File: src/rle_pkg.sv
// ----------------------------------------------------------------------------
// rle_pkg: shared types, constants and tables of the RGB LED effect engine
// Holds the configuration, state and result records, the named colour table
// and the rainbow phase table used by the update logic and the top level.
// ----------------------------------------------------------------------------
package rle_pkg;

    // Level resolution of the LED channels (4 to 16 bits).
    localparam int LEVEL_BITS = 8;

    localparam logic [LEVEL_BITS-1:0] LMAX  = '1;
    localparam logic [LEVEL_BITS-1:0] LHALF = {1'b1, {(LEVEL_BITS-1){1'b0}}};

    // Pulse effect constants.
    localparam logic [31:0] PULSE_FLOOR      = 32'd20;
    localparam logic [31:0] PULSE_RESTART    = 32'd21;
    localparam logic [31:0] PULSE_LOW_DWELL  = 32'd250;
    localparam logic [31:0] PULSE_HIGH_DWELL = 32'd150;
    localparam logic [31:0] PULSE_FRAME      = 32'd10;

    // Blink edges relative to the start time.
    localparam logic [31:0] BLINK_ON_MS  = 32'd150;
    localparam logic [31:0] BLINK_OFF_MS = 32'd300;

    // Limits on the random inputs.
    localparam logic [4:0]  JITTER_MAX = 5'd19;
    localparam logic [4:0]  FRAME_MIN  = 5'd10;
    localparam logic [4:0]  FRAME_MAX  = 5'd19;
    localparam logic [10:0] DWELL_MIN  = 11'd500;
    localparam logic [10:0] DWELL_MAX  = 11'd1999;
    localparam logic [7:0]  PAUSE_MAX  = 8'd69;

    localparam logic [3:0] RB_LAST_PHASE = 4'd12;

    // Effect codes.
    localparam logic [2:0] MODE_STATIC  = 3'd0;
    localparam logic [2:0] MODE_RAINBOW = 3'd1;
    localparam logic [2:0] MODE_FADE    = 3'd2;
    localparam logic [2:0] MODE_PULSE   = 3'd3;
    localparam logic [2:0] MODE_BLINK   = 3'd4;

    // Colour codes with special meaning.
    localparam logic [3:0] COLOR_OFF    = 4'd11;
    localparam logic [3:0] COLOR_CUSTOM = 4'd12;

    // Configuration register indexes.
    typedef enum logic [2:0] {
        REG_EFFECT_MODE    = 3'd0,
        REG_CHANNEL_MASK   = 3'd1,
        REG_NAMED_COLOR    = 3'd2,
        REG_DRIVE_POLARITY = 3'd3,
        REG_CUSTOM_RED     = 3'd4,
        REG_CUSTOM_GREEN   = 3'd5,
        REG_CUSTOM_BLUE    = 3'd6
    } reg_index_t;

    typedef logic [2:0][LEVEL_BITS-1:0] level_vec_t;
    typedef logic [2:0][7:0]            rgb8_t;

    typedef struct packed {
        logic [2:0] effect_mode;
        logic [2:0] channel_mask;
        logic [3:0] named_color;
        logic       drive_polarity;
        logic [7:0] custom_red;
        logic [7:0] custom_green;
        logic [7:0] custom_blue;
    } cfg_t;

    typedef struct packed {
        logic [31:0] now_ms;
        logic [4:0]  step_jitter;
        logic [4:0]  frame_wait;
        logic [10:0] dwell_time;
    } in_item_t;

    typedef struct packed {
        logic [7:0] red_drive;
        logic [7:0] green_drive;
        logic [7:0] blue_drive;
        logic       driven;
        logic [6:0] pause_ms;
    } result_t;

    typedef struct packed {
        level_vec_t      levels;
        logic [2:0]      rising;
        logic [2:0]      dwell_armed;
        logic [2:0][31:0] dwell_deadline;
        logic            frame_armed;
        logic [31:0]     frame_deadline;
        logic [3:0]      rainbow_phase;
    } state_t;

    // One rainbow phase: channel, direction, bound codes, pause at its end.
    typedef struct packed {
        logic [1:0] chan;
        logic       up;
        logic [1:0] lo_code;
        logic [1:0] hi_code;
        logic [5:0] pause;
    } rb_entry_t;

    typedef struct packed {
        logic                  adv;
        logic [1:0]            chan;
        logic [LEVEL_BITS-1:0] level;
        logic [5:0]            pause;
    } rb_res_t;

    function automatic rb_entry_t rb_entry(input logic [3:0] p);
        rb_entry_t e;
        case (p)
            4'd0:    e = '{2'd0, 1'b1, 2'd0, 2'd2, 6'd25};
            4'd1:    e = '{2'd1, 1'b1, 2'd0, 2'd1, 6'd50};
            4'd2:    e = '{2'd1, 1'b1, 2'd1, 2'd2, 6'd50};
            4'd3:    e = '{2'd0, 1'b0, 2'd1, 2'd2, 6'd5};
            4'd4:    e = '{2'd0, 1'b0, 2'd0, 2'd1, 6'd25};
            4'd5:    e = '{2'd2, 1'b1, 2'd0, 2'd1, 6'd5};
            4'd6:    e = '{2'd2, 1'b1, 2'd1, 2'd2, 6'd5};
            4'd7:    e = '{2'd1, 1'b0, 2'd1, 2'd2, 6'd5};
            4'd8:    e = '{2'd1, 1'b0, 2'd0, 2'd1, 6'd50};
            4'd9:    e = '{2'd0, 1'b1, 2'd0, 2'd1, 6'd25};
            4'd10:   e = '{2'd0, 1'b1, 2'd1, 2'd2, 6'd25};
            4'd11:   e = '{2'd2, 1'b0, 2'd1, 2'd2, 6'd5};
            4'd12:   e = '{2'd2, 1'b0, 2'd0, 2'd1, 6'd25};
            default: e = '0;
        endcase
        return e;
    endfunction

    function automatic logic [LEVEL_BITS-1:0] rb_bound(input logic [1:0] code);
        logic [LEVEL_BITS-1:0] b;
        case (code)
            2'd0:    b = '0;
            2'd1:    b = LHALF;
            default: b = LMAX;
        endcase
        return b;
    endfunction

    // Evaluates rainbow phase p: either steps its channel or finishes.
    function automatic rb_res_t rb_run(input logic [3:0] p, input level_vec_t lv);
        rb_entry_t             e;
        logic [LEVEL_BITS-1:0] lo;
        logic [LEVEL_BITS-1:0] hi;
        logic [LEVEL_BITS-1:0] l;
        rb_res_t               r;
        e       = rb_entry(p);
        lo      = rb_bound(e.lo_code);
        hi      = rb_bound(e.hi_code);
        l       = lv[e.chan];
        r.chan  = e.chan;
        r.level = l;
        r.adv   = 1'b1;
        r.pause = e.pause;
        if (e.up && l >= lo && l < hi) begin
            r.level = l + 1'b1;
            r.adv   = 1'b0;
            r.pause = '0;
        end else if (!e.up && l > lo && l <= hi) begin
            r.level = l - 1'b1;
            r.adv   = 1'b0;
            r.pause = '0;
        end
        return r;
    endfunction

    // Named colours, listed in blue, green, red order (index 0 is red); unknown codes are off.
    function automatic rgb8_t named_rgb(input logic [3:0] idx);
        rgb8_t c;
        case (idx)
            4'd0:    c = {8'd255, 8'd255, 8'd255};
            4'd1:    c = {8'd0,   8'd0,   8'd255};
            4'd2:    c = {8'd0,   8'd255, 8'd0};
            4'd3:    c = {8'd255, 8'd0,   8'd0};
            4'd4:    c = {8'd0,   8'd255, 8'd255};
            4'd5:    c = {8'd0,   8'd150, 8'd255};
            4'd6:    c = {8'd255, 8'd0,   8'd150};
            4'd7:    c = {8'd220, 8'd255, 8'd0};
            4'd8:    c = {8'd70,  8'd70,  8'd70};
            4'd9:    c = {8'd72,  8'd54,  8'd176};
            4'd10:   c = {8'd255, 8'd0,   8'd255};
            default: c = '0;
        endcase
        return c;
    endfunction

    function automatic logic [LEVEL_BITS-1:0] fit_level(input logic [7:0] v);
        logic [23:0] w;
        w = {16'b0, v};
        return w[LEVEL_BITS-1:0];
    endfunction

    function automatic logic [31:0] widen(input logic [LEVEL_BITS-1:0] l);
        logic [LEVEL_BITS+31:0] w;
        w = {32'b0, l};
        return w[31:0];
    endfunction

    function automatic logic [7:0] to_drive(input logic [LEVEL_BITS-1:0] l,
                                            input logic                  pol);
        logic [LEVEL_BITS-1:0] d;
        logic [LEVEL_BITS+7:0] w;
        d = pol ? l : (LMAX - l);
        w = {8'b0, d};
        return w[7:0];
    endfunction

endpackage

File: src/rle_step.sv
// ----------------------------------------------------------------------------
// rle_step: one LED update
// Combinational update of the effect state for one request, producing the
// next state and the result record.
// ----------------------------------------------------------------------------
module rle_step (
    input  rle_pkg::cfg_t     cfg,
    input  rle_pkg::in_item_t item,
    input  rle_pkg::state_t   st,
    output rle_pkg::state_t   st_next,
    output rle_pkg::result_t  res
);

    rle_pkg::rb_res_t rb0;
    rle_pkg::rb_res_t rb1;
    rle_pkg::rb_res_t rbp;

    assign rb0 = rle_pkg::rb_run(4'd0, st.levels);
    assign rb1 = rle_pkg::rb_run(4'd1, st.levels);
    assign rbp = rle_pkg::rb_run(st.rainbow_phase, st.levels);

    always_comb
    begin
        logic [4:0]                     jit;
        logic [4:0]                     fw;
        logic [10:0]                    dw;
        logic [31:0]                    now;
        logic                           wr;
        rle_pkg::level_vec_t            wl;
        rle_pkg::level_vec_t            named;
        rle_pkg::rgb8_t                 tab;
        logic [7:0]                     pause;
        logic [31:0]                    fd;
        logic [31:0]                    dd;
        logic [31:0]                    add;
        logic [31:0]                    lw;
        logic                           fade;
        logic                           act;
        logic [rle_pkg::LEVEL_BITS-1:0] l;

        now = item.now_ms;
        jit = (item.step_jitter > rle_pkg::JITTER_MAX) ? rle_pkg::JITTER_MAX
                                                       : item.step_jitter;
        fw  = (item.frame_wait < rle_pkg::FRAME_MIN) ? rle_pkg::FRAME_MIN :
              (item.frame_wait > rle_pkg::FRAME_MAX) ? rle_pkg::FRAME_MAX :
              item.frame_wait;
        dw  = (item.dwell_time < rle_pkg::DWELL_MIN) ? rle_pkg::DWELL_MIN :
              (item.dwell_time > rle_pkg::DWELL_MAX) ? rle_pkg::DWELL_MAX :
              item.dwell_time;

        tab = rle_pkg::named_rgb(cfg.named_color);
        if (cfg.named_color == rle_pkg::COLOR_CUSTOM) begin
            named[0] = rle_pkg::fit_level(cfg.custom_red);
            named[1] = rle_pkg::fit_level(cfg.custom_green);
            named[2] = rle_pkg::fit_level(cfg.custom_blue);
        end else begin
            for (int c = 0; c < 3; c++) begin
                named[c] = rle_pkg::fit_level(tab[c]);
            end
        end

        st_next = st;
        wr      = 1'b0;
        wl      = st.levels;
        pause   = '0;
        fade    = (cfg.effect_mode == rle_pkg::MODE_FADE);
        fd      = '0;
        dd      = '0;
        add     = '0;
        lw      = '0;
        act     = 1'b0;
        l       = '0;

        case (cfg.effect_mode)
            rle_pkg::MODE_STATIC:
            begin
                wr             = 1'b1;
                wl             = named;
                st_next.levels = named;
            end
            rle_pkg::MODE_RAINBOW:
            begin
                wr    = 1'b1;
                pause = {3'b0, jit};
                if (st.rainbow_phase == 4'd0) begin
                    if (rb0.adv) begin
                        // Phase 0 finished: phase 1 runs in the same update.
                        pause = pause + {2'b0, rb0.pause} + {2'b0, rb1.pause};
                        st_next.levels[rb1.chan] = rb1.level;
                        st_next.rainbow_phase    = rb1.adv ? 4'd2 : 4'd1;
                    end else begin
                        st_next.levels[rb0.chan] = rb0.level;
                    end
                end else if (st.rainbow_phase <= rle_pkg::RB_LAST_PHASE) begin
                    pause                    = pause + {2'b0, rbp.pause};
                    st_next.levels[rbp.chan] = rbp.level;
                    if (rbp.adv) begin
                        st_next.rainbow_phase = st.rainbow_phase + 4'd1;
                    end
                end else begin
                    st_next.rainbow_phase = '0;
                end
                if (pause > rle_pkg::PAUSE_MAX) begin
                    pause = rle_pkg::PAUSE_MAX;
                end
            end
            rle_pkg::MODE_FADE, rle_pkg::MODE_PULSE:
            begin
                fd = st.frame_armed ? st.frame_deadline
                                    : now + (fade ? {27'b0, fw} : rle_pkg::PULSE_FRAME);
                st_next.frame_deadline = fd;
                st_next.frame_armed    = 1'b1;
                if (fd <= now) begin
                    wr                  = 1'b1;
                    st_next.frame_armed = 1'b0;
                    for (int c = 0; c < 3; c++) begin
                        l  = st.levels[c];
                        lw = rle_pkg::widen(l);
                        act = fade ? cfg.channel_mask[c]
                                   : (cfg.channel_mask == (3'b001 << c));
                        if (act) begin
                            if ((fade && l != '0 && l != rle_pkg::LMAX) ||
                                (!fade && lw > rle_pkg::PULSE_FLOOR &&
                                 l != rle_pkg::LMAX)) begin
                                st_next.levels[c] = st.rising[c] ? l + 1'b1 : l - 1'b1;
                            end else begin
                                add = fade ? {21'b0, dw} :
                                      (lw <= rle_pkg::PULSE_FLOOR) ?
                                      rle_pkg::PULSE_LOW_DWELL : rle_pkg::PULSE_HIGH_DWELL;
                                dd  = st.dwell_armed[c] ? st.dwell_deadline[c] : now + add;
                                st_next.dwell_deadline[c] = dd;
                                st_next.dwell_armed[c]    = 1'b1;
                                if (dd <= now) begin
                                    st_next.dwell_armed[c] = 1'b0;
                                    if (fade) begin
                                        st_next.levels[c] = (l == '0) ? {{(rle_pkg::LEVEL_BITS-1){1'b0}}, 1'b1}
                                                                      : rle_pkg::LMAX - 1'b1;
                                        st_next.rising[c] = (l == '0);
                                    end else if (lw <= rle_pkg::PULSE_FLOOR) begin
                                        st_next.levels[c] =
                                            rle_pkg::PULSE_RESTART[rle_pkg::LEVEL_BITS-1:0];
                                        st_next.rising[c] = 1'b1;
                                    end else begin
                                        st_next.levels[c] = rle_pkg::LMAX - 1'b1;
                                        st_next.rising[c] = 1'b0;
                                    end
                                end
                            end
                        end
                    end
                end
            end
            rle_pkg::MODE_BLINK:
            begin
                fd = st.frame_armed ? st.frame_deadline : now;
                st_next.frame_deadline = fd;
                st_next.frame_armed    = 1'b1;
                if (fd + rle_pkg::BLINK_ON_MS <= now) begin
                    wr             = 1'b1;
                    wl             = named;
                    st_next.levels = named;
                end
                // The off edge wins when both edges fall in one update.
                if (fd + rle_pkg::BLINK_OFF_MS <= now) begin
                    wr                  = 1'b1;
                    wl                  = '0;
                    st_next.levels      = '0;
                    st_next.frame_armed = 1'b0;
                end
            end
            default:
            begin
                st_next = st;
            end
        endcase

        res.driven      = wr;
        res.red_drive   = wr ? rle_pkg::to_drive(wl[0], cfg.drive_polarity) : 8'd0;
        res.green_drive = wr ? rle_pkg::to_drive(wl[1], cfg.drive_polarity) : 8'd0;
        res.blue_drive  = wr ? rle_pkg::to_drive(wl[2], cfg.drive_polarity) : 8'd0;
        res.pause_ms    = pause[6:0];
    end

endmodule

File: src/rgb_led_effect_engine_top.sv
// ----------------------------------------------------------------------------
// rgb_led_effect_engine_top: RGB LED effect engine
// Takes timed update requests, runs the configured effect (static, rainbow,
// random fade, pulse or blink) and returns the channel drive levels.
// ----------------------------------------------------------------------------
//
// Channel   | Direction | Handshake                  | Contents
// ----------+-----------+----------------------------+---------------------------
// s_axis    | in        | s_axis_tvalid/s_axis_tready| update request
// m_axis    | out       | m_axis_tvalid/m_axis_tready| drive levels, pause, flag
// cfg       | in        | cfg_valid/cfg_ready        | register index and value
//
// One update request is accepted per clock while s_axis_tready is high. A
// request waits in the input register until the result register is free or
// being emptied; then the state update commits and the result register loads.
// s_axis_tready is low only while both the input register and the result
// register hold data and m_axis_tready is low. The reset (rst_n, asynchronous,
// active low) restores the register defaults and clears all effect state.
//
module rgb_led_effect_engine_top (
    input  logic        clk,
    input  logic        rst_n,

    input  logic        s_axis_tvalid,
    output logic        s_axis_tready,
    // [31:0] now_ms, [36:32] step_jitter, [41:37] frame_wait,
    // [52:42] dwell_time, [55:53] zero
    input  logic [55:0] s_axis_tdata,

    output logic        m_axis_tvalid,
    input  logic        m_axis_tready,
    // [7:0] red_drive, [15:8] green_drive, [23:16] blue_drive,
    // [30:24] pause_ms, [31] zero
    output logic [31:0] m_axis_tdata,
    // [0] driven
    output logic        m_axis_tuser,

    input  logic        cfg_valid,
    output logic        cfg_ready,
    input  logic [2:0]  cfg_index,
    input  logic [7:0]  cfg_data
);

    rle_pkg::cfg_t     cfg_reg;
    rle_pkg::state_t   state_reg;
    rle_pkg::state_t   state_next;
    rle_pkg::in_item_t in_data_reg;
    logic              in_valid_reg;
    rle_pkg::result_t  out_data_reg;
    rle_pkg::result_t  out_data_next;
    logic              out_valid_reg;
    logic              advance;

    // The input stage moves on whenever the result register is free or
    // being emptied in this cycle.
    assign advance       = in_valid_reg && (!out_valid_reg || m_axis_tready);
    assign s_axis_tready = !in_valid_reg || advance;
    assign cfg_ready     = 1'b1;

    // Configuration registers; they are to be written only while the engine is idle, which the block does not enforce.
    always_ff @(posedge clk or negedge rst_n)
    begin
        if (!rst_n) begin
            cfg_reg.effect_mode    <= rle_pkg::MODE_STATIC;
            cfg_reg.channel_mask   <= 3'b111;
            cfg_reg.named_color    <= rle_pkg::COLOR_OFF;
            cfg_reg.drive_polarity <= 1'b0;
            cfg_reg.custom_red     <= '0;
            cfg_reg.custom_green   <= '0;
            cfg_reg.custom_blue    <= '0;
        end else if (cfg_valid && cfg_ready) begin
            case (cfg_index)
                rle_pkg::REG_EFFECT_MODE:    cfg_reg.effect_mode    <= cfg_data[2:0];
                rle_pkg::REG_CHANNEL_MASK:   cfg_reg.channel_mask   <= cfg_data[2:0];
                rle_pkg::REG_NAMED_COLOR:    cfg_reg.named_color    <= cfg_data[3:0];
                rle_pkg::REG_DRIVE_POLARITY: cfg_reg.drive_polarity <= cfg_data[0];
                rle_pkg::REG_CUSTOM_RED:     cfg_reg.custom_red     <= cfg_data;
                rle_pkg::REG_CUSTOM_GREEN:   cfg_reg.custom_green   <= cfg_data;
                rle_pkg::REG_CUSTOM_BLUE:    cfg_reg.custom_blue    <= cfg_data;
                default:                     cfg_reg                <= cfg_reg;
            endcase
        end
    end

    // Input register: valid flag under reset, payload without.
    always_ff @(posedge clk or negedge rst_n)
    begin
        if (!rst_n) begin
            in_valid_reg <= 1'b0;
        end else if (s_axis_tready) begin
            in_valid_reg <= s_axis_tvalid;
        end
    end

    always_ff @(posedge clk)
    begin
        if (s_axis_tvalid && s_axis_tready) begin
            in_data_reg.now_ms      <= s_axis_tdata[31:0];
            in_data_reg.step_jitter <= s_axis_tdata[36:32];
            in_data_reg.frame_wait  <= s_axis_tdata[41:37];
            in_data_reg.dwell_time  <= s_axis_tdata[52:42];
        end
    end

    rle_step u_step (
        .cfg     (cfg_reg),
        .item    (in_data_reg),
        .st      (state_reg),
        .st_next (state_next),
        .res     (out_data_next)
    );

    // Effect state is committed once per request, as it leaves the input stage.
    always_ff @(posedge clk or negedge rst_n)
    begin
        if (!rst_n) begin
            state_reg <= '0;
        end else if (advance) begin
            state_reg <= state_next;
        end
    end

    // Result register.
    always_ff @(posedge clk or negedge rst_n)
    begin
        if (!rst_n) begin
            out_valid_reg <= 1'b0;
        end else if (advance) begin
            out_valid_reg <= 1'b1;
        end else if (m_axis_tready) begin
            out_valid_reg <= 1'b0;
        end
    end

    always_ff @(posedge clk)
    begin
        if (advance) begin
            out_data_reg <= out_data_next;
        end
    end

    assign m_axis_tvalid = out_valid_reg;
    assign m_axis_tdata  = {1'b0, out_data_reg.pause_ms, out_data_reg.blue_drive,
                            out_data_reg.green_drive, out_data_reg.red_drive};
    assign m_axis_tuser  = out_data_reg.driven;

    // An update that drives nothing reports zero levels and no pause.
    a_undriven_zero: assert property (@(posedge clk) disable iff (!rst_n)
        m_axis_tvalid && !m_axis_tuser |-> m_axis_tdata == 32'd0)
        else $error("undriven result carries non-zero data");

    // The rainbow pause is saturated.
    a_pause_limit: assert property (@(posedge clk) disable iff (!rst_n)
        m_axis_tvalid |-> m_axis_tdata[30:24] <= 7'd69)
        else $error("pause above its limit");

    // The rainbow walk never goes beyond its wrap phase.
    a_phase_range: assert property (@(posedge clk) disable iff (!rst_n)
        state_reg.rainbow_phase <= 4'd13)
        else $error("rainbow phase out of range");

    // A request leaving the input stage always lands in the result register.
    a_result_loaded: assert property (@(posedge clk) disable iff (!rst_n)
        advance |=> out_valid_reg)
        else $error("result lost after input stage advanced");

endmodule

File: config.mk
export PLATFORM = sky130hd
export DESIGN_NAME = rgb_led_effect_engine_top
export DESIGN_NICKNAME = d
export VERILOG_FILES = /design/src/rle_pkg.sv /design/src/rle_step.sv /design/src/rgb_led_effect_engine_top.sv
export SDC_FILE = /design/constraint.sdc
export NUM_CORES = 1
export LEC_CHECK = 0
export BUFFER_PORTS_ARGS = -buffer_cell sky130_fd_sc_hd__buf_2
export CAP_MARGIN = 20
export CORE_ASPECT_RATIO = 2
export CORE_MARGIN = 2
export CORE_UTILIZATION = 62
export CTS_BUF_LIST = sky130_fd_sc_hd__clkbuf_8 sky130_fd_sc_hd__clkbuf_16
export DETAILED_ROUTE_END_ITERATION = 10
export PLACE_DENSITY_LB_ADDON = 0.12
export SLEW_MARGIN = 20
export SYNTH_ARGS = -nofsm -noshare
export SYNTH_HDL_FRONTEND = slang
export SYNTH_HIERARCHICAL = 1
export SYNTH_SLANG_ARGS = --single-unit
File: constraint.sdc
create_clock -name clk -period 12.25 [get_ports clk]
set_input_delay 1.225 -clock clk [delete_from_list [all_inputs] [get_ports clk]]
set_output_delay 1.225 -clock clk [all_outputs]
set_load 0.01 [all_outputs]
==> run metrics, run 1 <==
Cells after Synth 3221; Worst Path Arrival 10.22 ns; Worst Path Max Fanout 21; Post-Syn Area per Cell 8.69 sq um; Synth area leaders dfrtp_1 (17%), mux2_2 (13%), ha_1 (12%); antenna cells 0; most frequent cells in the layout nand2_1 (336), mux2_2 (326), nor2_1 (294), ha_1 (263), o21ai_0 (212); max-slew violation count 0; P_sw 2970 uW; Die X 154 microns; Worst Setup SP cfg_reg[34]; RR Startpoint cfg_reg[34]; Gate power share between 50% and 60%; Vias roughly 26000; Final ANT Viol Nets 0; Flop pwr share roughly a quarter; largest net degree at the start of global routing 80; CP Depth 27; R2R setup slack around 2.5 ns; Die H 305 microns; crit-path max cell delay 0.97 ns; die footprint 0.0470 sq mm; crit path capture state_reg[94]; first-pass GRT wire length about 150000 microns; # clock sinks between 200 and 300; RR Endpoint state_reg[94]; status finished, final reports clean; kind of start point of the critical path register; vias in the first global route between 20000 and 30000; clk buf depth 3; CP bufs+invs 3; Hold WC Path Type register to register; Final Cycle Share about four fifths; sequential-to-total area share from yosys stat 27.0%; internal cell power 3190 uW; RSZ-0062 raised after global routing no; ys flop type dfrtp_1; DR pass1 iterations 6; max reg flops between 150 and 200; worst-skew pair later-pin latency 0.62 ns; Setup TNS 0 ns; CP max-delay cell a2111oi_0; Resized Gates After CTS 0; area growth from synthesis to layout 6.26%; final setup fails 0; # IOs 108; post-route cell area between 0.02 and 0.03 sq mm; CP Class register to register; Iteration-0 DRC Markers just under 2000; Fmax slightly above 0.1 GHz; worst slew pin tran 1.18 ns; P per Cell Area about 210 mW/mm^2; worst clock skew approximately 0.047 ns; TritonCTS clock tree built; port bufs between 100 and 150; vias per std cell 6.80; share of the synthesized area in the top cell type 17.3%; commonest non-fill, non-tap cell in the layout nand2_1; HPWL Detailed ~73000 microns; starting density of the core a little over three fifths; final WL approximately 100000 microns; CTS H-tree depth 1; Total GRT Usage between 40% and 50%; EDFF count, synth 85; post-place instance area 0.0287 sq mm; number of max-cap violations 0; WL per Instance 26.2 microns; Synthesized Nets 3562; GPL Wtd Cong 1.10; Clk pwr share 15.4%; switching part of the total power 48.2%; Yosys top cell by area dfrtp_1; Core Util, Final 66.3%; FP Rows 110; total grt overflow 0; post-synthesis cell type count 93; CTS Buf Count 29; clock root buffer clkbuf_16; postcts setup bufs 0; core footprint 0.0449 sq mm; Seq cells post-synth 285; minimum clock period 9.72 ns; leakage ~0.013 uW; fin nets 3562; layout cells sized above 1 about 18%; peak supply drop 0.157 mV; CP top delay family simple AND/OR/NAND/NOR gates; reg2reg path depth 27; # DRC 0; Netlist Area Pre-Place 0.0280 sq mm; clock slew seen by the registers of the worst setup and hold paths around 0.070 ns; hold path depth 1; cts hold-fix bufs 0; Syn. warnings 6; Async SR Flop Fraction 70.2%; antenna violations before repair 0; Final Hold Violating Endpoints 0; Rel. slew slack 21.1%; CP endpoint kind register; Critical Path RT 12.75 ns
per-stage QoR:
stage	hold slack, ns	worst slack (ns)	power (uW)	instances
2_1_floorplan	0.457	5.45	3990	3221
3_3_place_gp	0.473	2.84	4900	3748
3_5_place_dp	0.494	2.68	5050	3748
4_1_cts	0.509	2.65	6020	3801
5_1_grt	0.535	2.39	6530	3803
6_report	0.508	2.53	6160	3803
worst min path at each step:
| stage | end | start | slack, ns |
|---|---|---|---|
| floorplan | m_axis_tvalid | in_valid_reg | 0.46 |
| finish | cfg_reg[5] | cfg_reg[5] | 0.51 |
| CTS | cfg_reg[5] | cfg_reg[5] | 0.51 |
| global route | cfg_reg[0] | cfg_reg[0] | 0.54 |
| detailed placement | cfg_reg[5] | cfg_reg[5] | 0.49 |
| global placement | m_axis_tvalid | in_valid_reg | 0.47 |
area by class of cell:
| type | count | area [sq um] |
|---|---|---|
| multi-input cells | 2655 | 19200 |
| fillers | 3733 | 15100 |
| repair buffers | 148 | 873 |
| well taps | 560 | 701 |
| inverters | 102 | 383 |
| clock buffers | 33 | 781 |
| flip-flops and latches | 285 | 7570 |
| clock inverters | 20 | 200 |
cell usage after synthesis (all sizes together) (34+ instances only):
library cell,instances
inv,100
ha,263
edfxtp,85
xor2,48
nand3,71
a31oi,34
a21oi,207
nor2b,40
clkbuf,128
nand4,45
nor2,297
o211ai,37
mux2,342
nand2,337
xnor2,160
mux2i,55
nor3,62
o21ai,229
dfrtp,194
buf,51
o21a,38
power by group through the flow:
stage | registers (uW) | clock network [uW] | logic (uW)
floorplan | 1400 | 0 | 2590
global placement | 1540 | 0 | 3360
detailed placement | 1560 | 0 | 3480
CTS | 1550 | 961 | 3510
global route | 1600 | 993 | 3940
finish | 1560 | 951 | 3650
metal layers:
metal | global-route usage [%] | part of all wire (%) | wire length, microns
met5 | 0 | 0 | 0
met4 | 44.3 | 13 | 12700
met3 | 7.91 | 6.6 | 6540
met2 | 72.7 | 49 | 48700
met1 | 39.6 | 32 | 31800
kinds of logic after synthesis:
logic type	share of synthesized area, %
buffers and inverters	4.44
AOI/OAI and AO/OA	16.8
xor gates and xnor gates	6.51
adders and majority gates	12.2
muxes	15.9
other	0.0268
and+or+nand+nor	17.1
DFF	27.0
No activity file was read; power rests on OpenSTA's default activity.
==> run 2: changes to the inputs <==
==> constraint.sdc (replaced) <==
create_clock -name clk -period 10.1 [get_ports clk]
set_input_delay 1.01 -clock clk [delete_from_list [all_inputs] [get_ports clk]]
set_output_delay 1.01 -clock clk [all_outputs]
set_load 0.01 [all_outputs]
==> run metrics, run 2 (synthesized netlist as in run 1, its figures left out) <==
status finished, final reports clean (unchanged); cts hold-fix bufs 0 (unchanged); die footprint 0.0470 sq mm (unchanged); register area 0.00757 sq mm (unchanged); reg2reg path depth 28 (was 27); number of max-cap violations 0 (unchanged); Worst Path Arrival 9.06 ns (was 10.22 ns); CP top delay family simple AND/OR/NAND/NOR gates (unchanged); Rel. slew slack 14.7% (was 21.1%); total grt overflow 0 (unchanged); max-slew violation count 0 (unchanged); Final Hold Violating Endpoints 0 (unchanged); CP Depth 28 (was 27); crit-path max cell delay 0.66 ns (was 0.97 ns); most frequent cells in the layout nand2_1 (336), mux2_2 (326), nor2_1 (293), ha_1 (263), o21ai_0 (211) (was nand2_1 (336), mux2_2 (326), nor2_1 (294), ha_1 (263), o21ai_0 (212)); CP endpoint kind register (unchanged); Final Cycle Share 85.0% (was 79.4%); antenna violations before repair 2 (was 0); Vias 25814 (was 25844); Final ANT Viol Nets 0 (unchanged); GPL Wtd Cong 1.05 (was 1.10); FP Rows 110 (unchanged); worst slew pin tran 1.27 ns (was 1.18 ns); HPWL Detailed 73600 microns (was 73400 microns); peak supply drop 0.206 mV (was 0.157 mV); final setup fails 0 (unchanged); Die H 305 microns (unchanged); commonest non-fill, non-tap cell in the layout nand2_1 (unchanged); TritonCTS clock tree built (unchanged); port bufs 102 (unchanged); first-pass GRT wire length 151000 microns (about the same); CTS Buf Count 29 (unchanged); Iteration-0 DRC Markers 2350 (was 1934); # clock sinks 285 (unchanged); CTS H-tree depth 1 (unchanged); RSZ-0062 raised after global routing no (unchanged); leakage 0.0127 uW (was 0.0126 uW); final worst setup slack 1.52 ns (was 2.53 ns); P per Cell Area 251 mW/mm^2 (was 207 mW/mm^2); clock slew seen by the registers of the worst setup and hold paths 0.07 ns (about the same); Setup TNS 0 ns (unchanged); core footprint 0.0449 sq mm (unchanged); Critical Path RT 10.58 ns (was 12.75 ns); Resized Gates After CTS 0 (unchanged); fill cell count 3689 (was 3733); # IOs 108 (unchanged); postcts setup bufs 0 (unchanged); vias per std cell 6.76 (was 6.80); multi-input logic area 0.0192 sq mm (about the same); max reg flops 163 (unchanged); worst clock skew 0.0209 ns (was 0.0465 ns); fin nets 3574 (was 3562); Fmax 0.117 GHz (was 0.103 GHz); Die X 154 microns (unchanged); Hold WC Path Type input pin to asynchronous set/reset pin (was register to register); Total GRT Usage 42.0% (about the same); CP bufs+invs 4 (was 3); kind of start point of the critical path register (unchanged); layout cells sized above 1 18.6% (was 18.3%); clock root buffer clkbuf_16 (unchanged); largest net degree at the start of global routing 78 (was 80); worst-skew pair later-pin latency 0.62 ns (about the same); # DRC 0 (unchanged); vias in the first global route 26330 (was 26548); Worst Path Max Fanout 15 (was 21); area growth from synthesis to layout 6.56% (was 6.26%); pre-CTS setup slack 1.83 ns (was 2.68 ns); minimum clock period 8.58 ns (was 9.72 ns); DR pass1 iterations 8 (was 6); WL per Instance 26.2 microns (about the same); CP Class register to register (unchanged); clk buf depth 3 (unchanged); starting density of the core 62.4% (unchanged); final WL 99800 microns (was 99700 microns); CP max-delay cell a21boi_1 (was a2111oi_0)
## run 2: cell count changes in the layout (fill, tap and decap cells not counted), moves of 2 or more
cell and delta:
nor2_2 +3, o21ai_1 +2, clkbuf_8 -3, clkinv_4 -3, inv_6 +4, clkinvlp_4 +2, buf_4 +14, nor2_4 -2
inv_8 +2
## run 2: routing by layer
layer	part of all wire, %	vias to the layer above	track usage (%)
met2	49	1251	72.7
met1	32	12311	40.2
met5	0.015	-	0
li1	-	11712	-
met4	12	2	42.5
met3	6.6	538	8.01
## run 2: worst register-to-register path, delay by kind of cell, from the launching register on
kind                     cells  cell delay [ns]
buffers and inverters        4             0.88
AND/OR/NAND/NOR             11             3.25
AO/OA/AOI/OAI                7             2.31
adder cells (fa/ha/maj)      3             0.91
flip-flops                   1             0.35
multiplexers                 2             0.56
XOR/XNOR                     1             0.18
## run 2: through the flow
step           hold WS [ns]  cell area (sq um)  instances  util, %  total power (uW)
2_1_floorplan         0.457              28000       3221        -              4840
3_3_place_gp          0.473              28800       3761     64.2              5950
3_5_place_dp          0.490              28800       3761     64.2              6120
4_1_cts               0.402              29800       3815     66.5              7330
5_1_grt               0.414              29800       3816     66.5              7940
6_report              0.369              29800       3817     66.5              7490
## run 2: power breakdown
group | internal [uW] | switching, uW | total, uW
Sequential | 1490 | 390 | 1880
Combinational | 1750 | 2680 | 4430
Clock | 647 | 540 | 1190
Total | 3880 | 3610 | 7490
## run 2: final timing paths
path,startpoint,endpoint,slack [ns]
worst max-delay path,cfg_reg[33],state_reg[92],1.52
worst min-delay path,rst_n,cfg_reg[14],0.37
worst max register to register,cfg_reg[33],state_reg[92],1.52
worst min register to register,cfg_reg[14],cfg_reg[14],0.51
max in group asynchronous,rst_n,state_reg[95],7.53
min in group clk,cfg_reg[14],cfg_reg[14],0.51
## run 2: layout make-up
cell class              count  area share, %
diodes                      1        0.00839
clock buffers              30           2.48
clock inverters            24          0.897
inverters                 102           1.28
multi-input cells        2655           64.4
flip-flops and latches    285           25.4
well taps                 560           2.35
repair buffers            160           3.20
==> run 3: changes to the inputs <==
==> constraint.sdc (replaced) <==
create_clock -name clk -period 7.9 [get_ports clk]
set_input_delay 0.79 -clock clk [delete_from_list [all_inputs] [get_ports clk]]
set_output_delay 0.79 -clock clk [all_outputs]
set_load 0.01 [all_outputs]
==> run metrics, run 3 (synthesized netlist as in run 1, its figures left out) <==
commonest non-fill, non-tap cell in the layout nand2_1 (unchanged); WL per Instance 26.2 microns (about the same); FP Rows 110 (unchanged); worst slew pin tran 1.30 ns (was 1.27 ns); GPL Wtd Cong 1.08 (was 1.05); clock root buffer clkbuf_16 (unchanged); RR Startpoint cfg_reg[32] (was cfg_reg[33]); CP endpoint kind register (unchanged); DR pass1 iterations 7 (was 8); layout cells sized above 1 20.6% (was 18.6%); Total GRT Usage 42.8% (was 42.0%); P per Cell Area 320 mW/mm^2 (was 251 mW/mm^2); postcts setup bufs 0 (unchanged); Rel. slew slack 12.8% (was 14.7%); worst clock skew 0.0185 ns (was 0.0209 ns); CP Class register to register (unchanged); Vias 26243 (was 25814); switching part of the total power 48.1% (was 48.2%); Clk pwr share 14.5% (was 15.8%); final WL 102000 microns (was 99800 microns); number of max-cap violations 0 (unchanged); Final Cycle Share 98.9% (was 85.0%); P_sw 4680 uW (was 3610 uW); Critical Path RT 8.39 ns (was 10.58 ns); Die H 305 microns (unchanged); total grt overflow 0 (unchanged); leakage 0.0130 uW (was 0.0127 uW); internal cell power 5060 uW (was 3880 uW); Setup TNS 0 ns (unchanged); largest net degree at the start of global routing 150 (was 78); fin nets 3644 (was 3574); Fmax 0.128 GHz (was 0.117 GHz); Core Util, Final 67.9% (was 66.5%); max reg flops 163 (unchanged); TritonCTS clock tree built (unchanged); CP dominant cell by count buf_4; Die X 154 microns (unchanged); most frequent cells in the layout nand2_1 (336), mux2_2 (326), nor2_1 (293), ha_1 (263), o21ai_0 (210) (was nand2_1 (336), mux2_2 (326), nor2_1 (293), ha_1 (263), o21ai_0 (211)); clock slew seen by the registers of the worst setup and hold paths 0.07 ns (about the same); antenna violations before repair 1 (was 2); vias in the first global route 26841 (was 26330); # IOs 108 (unchanged); starting density of the core 62.4% (unchanged); final setup fails 0 (unchanged); reg2reg path depth 30 (was 28); status finished, final reports clean (unchanged); Hold WC Path Type input pin to asynchronous set/reset pin (unchanged); Final Hold Violating Endpoints 0 (unchanged); CTS Buf Count 29 (unchanged); CTS H-tree depth 1 (unchanged); crit-path max cell delay 0.54 ns (was 0.66 ns); # clock sinks 285 (unchanged); HPWL Detailed 75600 microns (was 73600 microns); RSZ-0062 raised after global routing no (unchanged); first-pass GRT wire length 154000 microns (was 151000 microns); RR Endpoint state_reg[159] (was state_reg[92]); minimum clock period 7.81 ns (was 8.58 ns); port bufs 102 (unchanged); Worst Setup SP cfg_reg[32] (was cfg_reg[33]); Flop pwr share 23.5% (was 25.0%); kind of start point of the critical path register (unchanged); die footprint 0.0470 sq mm (unchanged); vias per std cell 6.75 (was 6.76); core footprint 0.0449 sq mm (unchanged); area growth from synthesis to layout 8.72% (was 6.56%); # DRC 0 (unchanged); Final ANT Viol Nets 0 (unchanged); Worst Path Arrival 8.30 ns (was 9.06 ns); Gate power share 61.9% (was 59.1%); peak supply drop 0.240 mV (was 0.206 mV); worst-skew pair later-pin latency 0.60 ns (was 0.62 ns); R2R setup slack 0.09 ns (was 1.52 ns); clk buf depth 3 (unchanged); max-slew violation count 0 (unchanged); CP max-delay cell a2111oi_0 (was a21boi_1); Iteration-0 DRC Markers 2128 (was 2350); Worst Path Max Fanout 6 (was 15)
run 3: cell count changes in the layout (fill, tap and decap cells not counted), moves of 3 or more:
| cell | previous run | this run |
|---|---|---|
| nor3_2 | 1 | 4 |
| clkinv_4 | 1 | 4 |
| nor3_1 | 60 | 56 |
| buf_4 | 58 | 122 |
| buf_12 | 0 | 6 |
| inv_6 | 7 | 4 |
run 3: what timing repair did:
| item | in CTS | in global routing |
|---|---|---|
| gates resized for setup | 1 | 11 |
| pin swaps | 0 | 1 |
| setup endpoints to repair | 21 | 114 |
| gates cloned | 0 | 0 |
| hold buffers | 0 | 0 |
run 3: power by group through the flow:
stage	sequential, uW	combinational (uW)	clock (uW)
floorplan	2170	4010	0
CTS	2280	5780	1440
global route	2340	6490	1480
global placement	2270	5560	0
finish	2290	6030	1420
detailed placement	2300	5740	0
run 3: worst max path at each step:
stage	end	slack [ns]	cells past startpoint
after detailed placement	state_reg[130]	0.04	29
after global placement	state_reg[153]	0.19	30
after global routing	state_reg[142]	0.02	30
final	state_reg[159]	0.09	30
after floorplan	state_reg[147]	1.10	32
after CTS	state_reg[119]	0.07	29
run 3: through the flow:
stage | instances | setup WS, ns | instance area [sq um] | power [uW] | hold slack, ns
after floorplan | 3221 | 1.10 | 28000 | 6190 | 0.457
after global placement | 3831 | 0.192 | 29400 | 7830 | 0.473
after detailed placement | 3831 | 0.0426 | 29400 | 8040 | 0.494
after CTS | 3885 | 0.0670 | 30400 | 9500 | 0.170
after global routing | 3886 | 0.0241 | 30400 | 10300 | 0.202
final | 3888 | 0.0889 | 30400 | 9730 | 0.145
run 3: layer usage:
| metal | part of all wire [%] | global-route usage, % | wire length [microns] | vias to the layer above |
|---|---|---|---|---|
| met5 | 0 | 0 | 0 | - |
| met4 | 13 | 45.3 | 13500 | 0 |
| met3 | 6.9 | 9.04 | 7050 | 596 |
| met2 | 49 | 74.3 | 49700 | 1370 |
| met1 | 31 | 39.6 | 31700 | 12415 |
| li1 | - | - | - | 11862 |
run 3: final cells by class:
cell class	instances	area, sq um
flip-flops and latches	285	7570
repair buffers	230	1560
well taps	560	701
multi-input cells	2655	19300
clock inverters	24	210
diodes	2	5.00
inverters	102	383
fillers	3599	14400
clock buffers	30	739
run 3: worst max-delay path: cells and delay by family, from the launching register on:
kind,cells,cell delay [ns]
buffers and inverters,4,0.74
and+or+nand+nor,9,2.02
AOI/OAI and AO/OA,11,2.77
adders and majority gates,3,0.98
xor gates and xnor gates,1,0.18
muxes,2,0.59
DFF,1,0.41
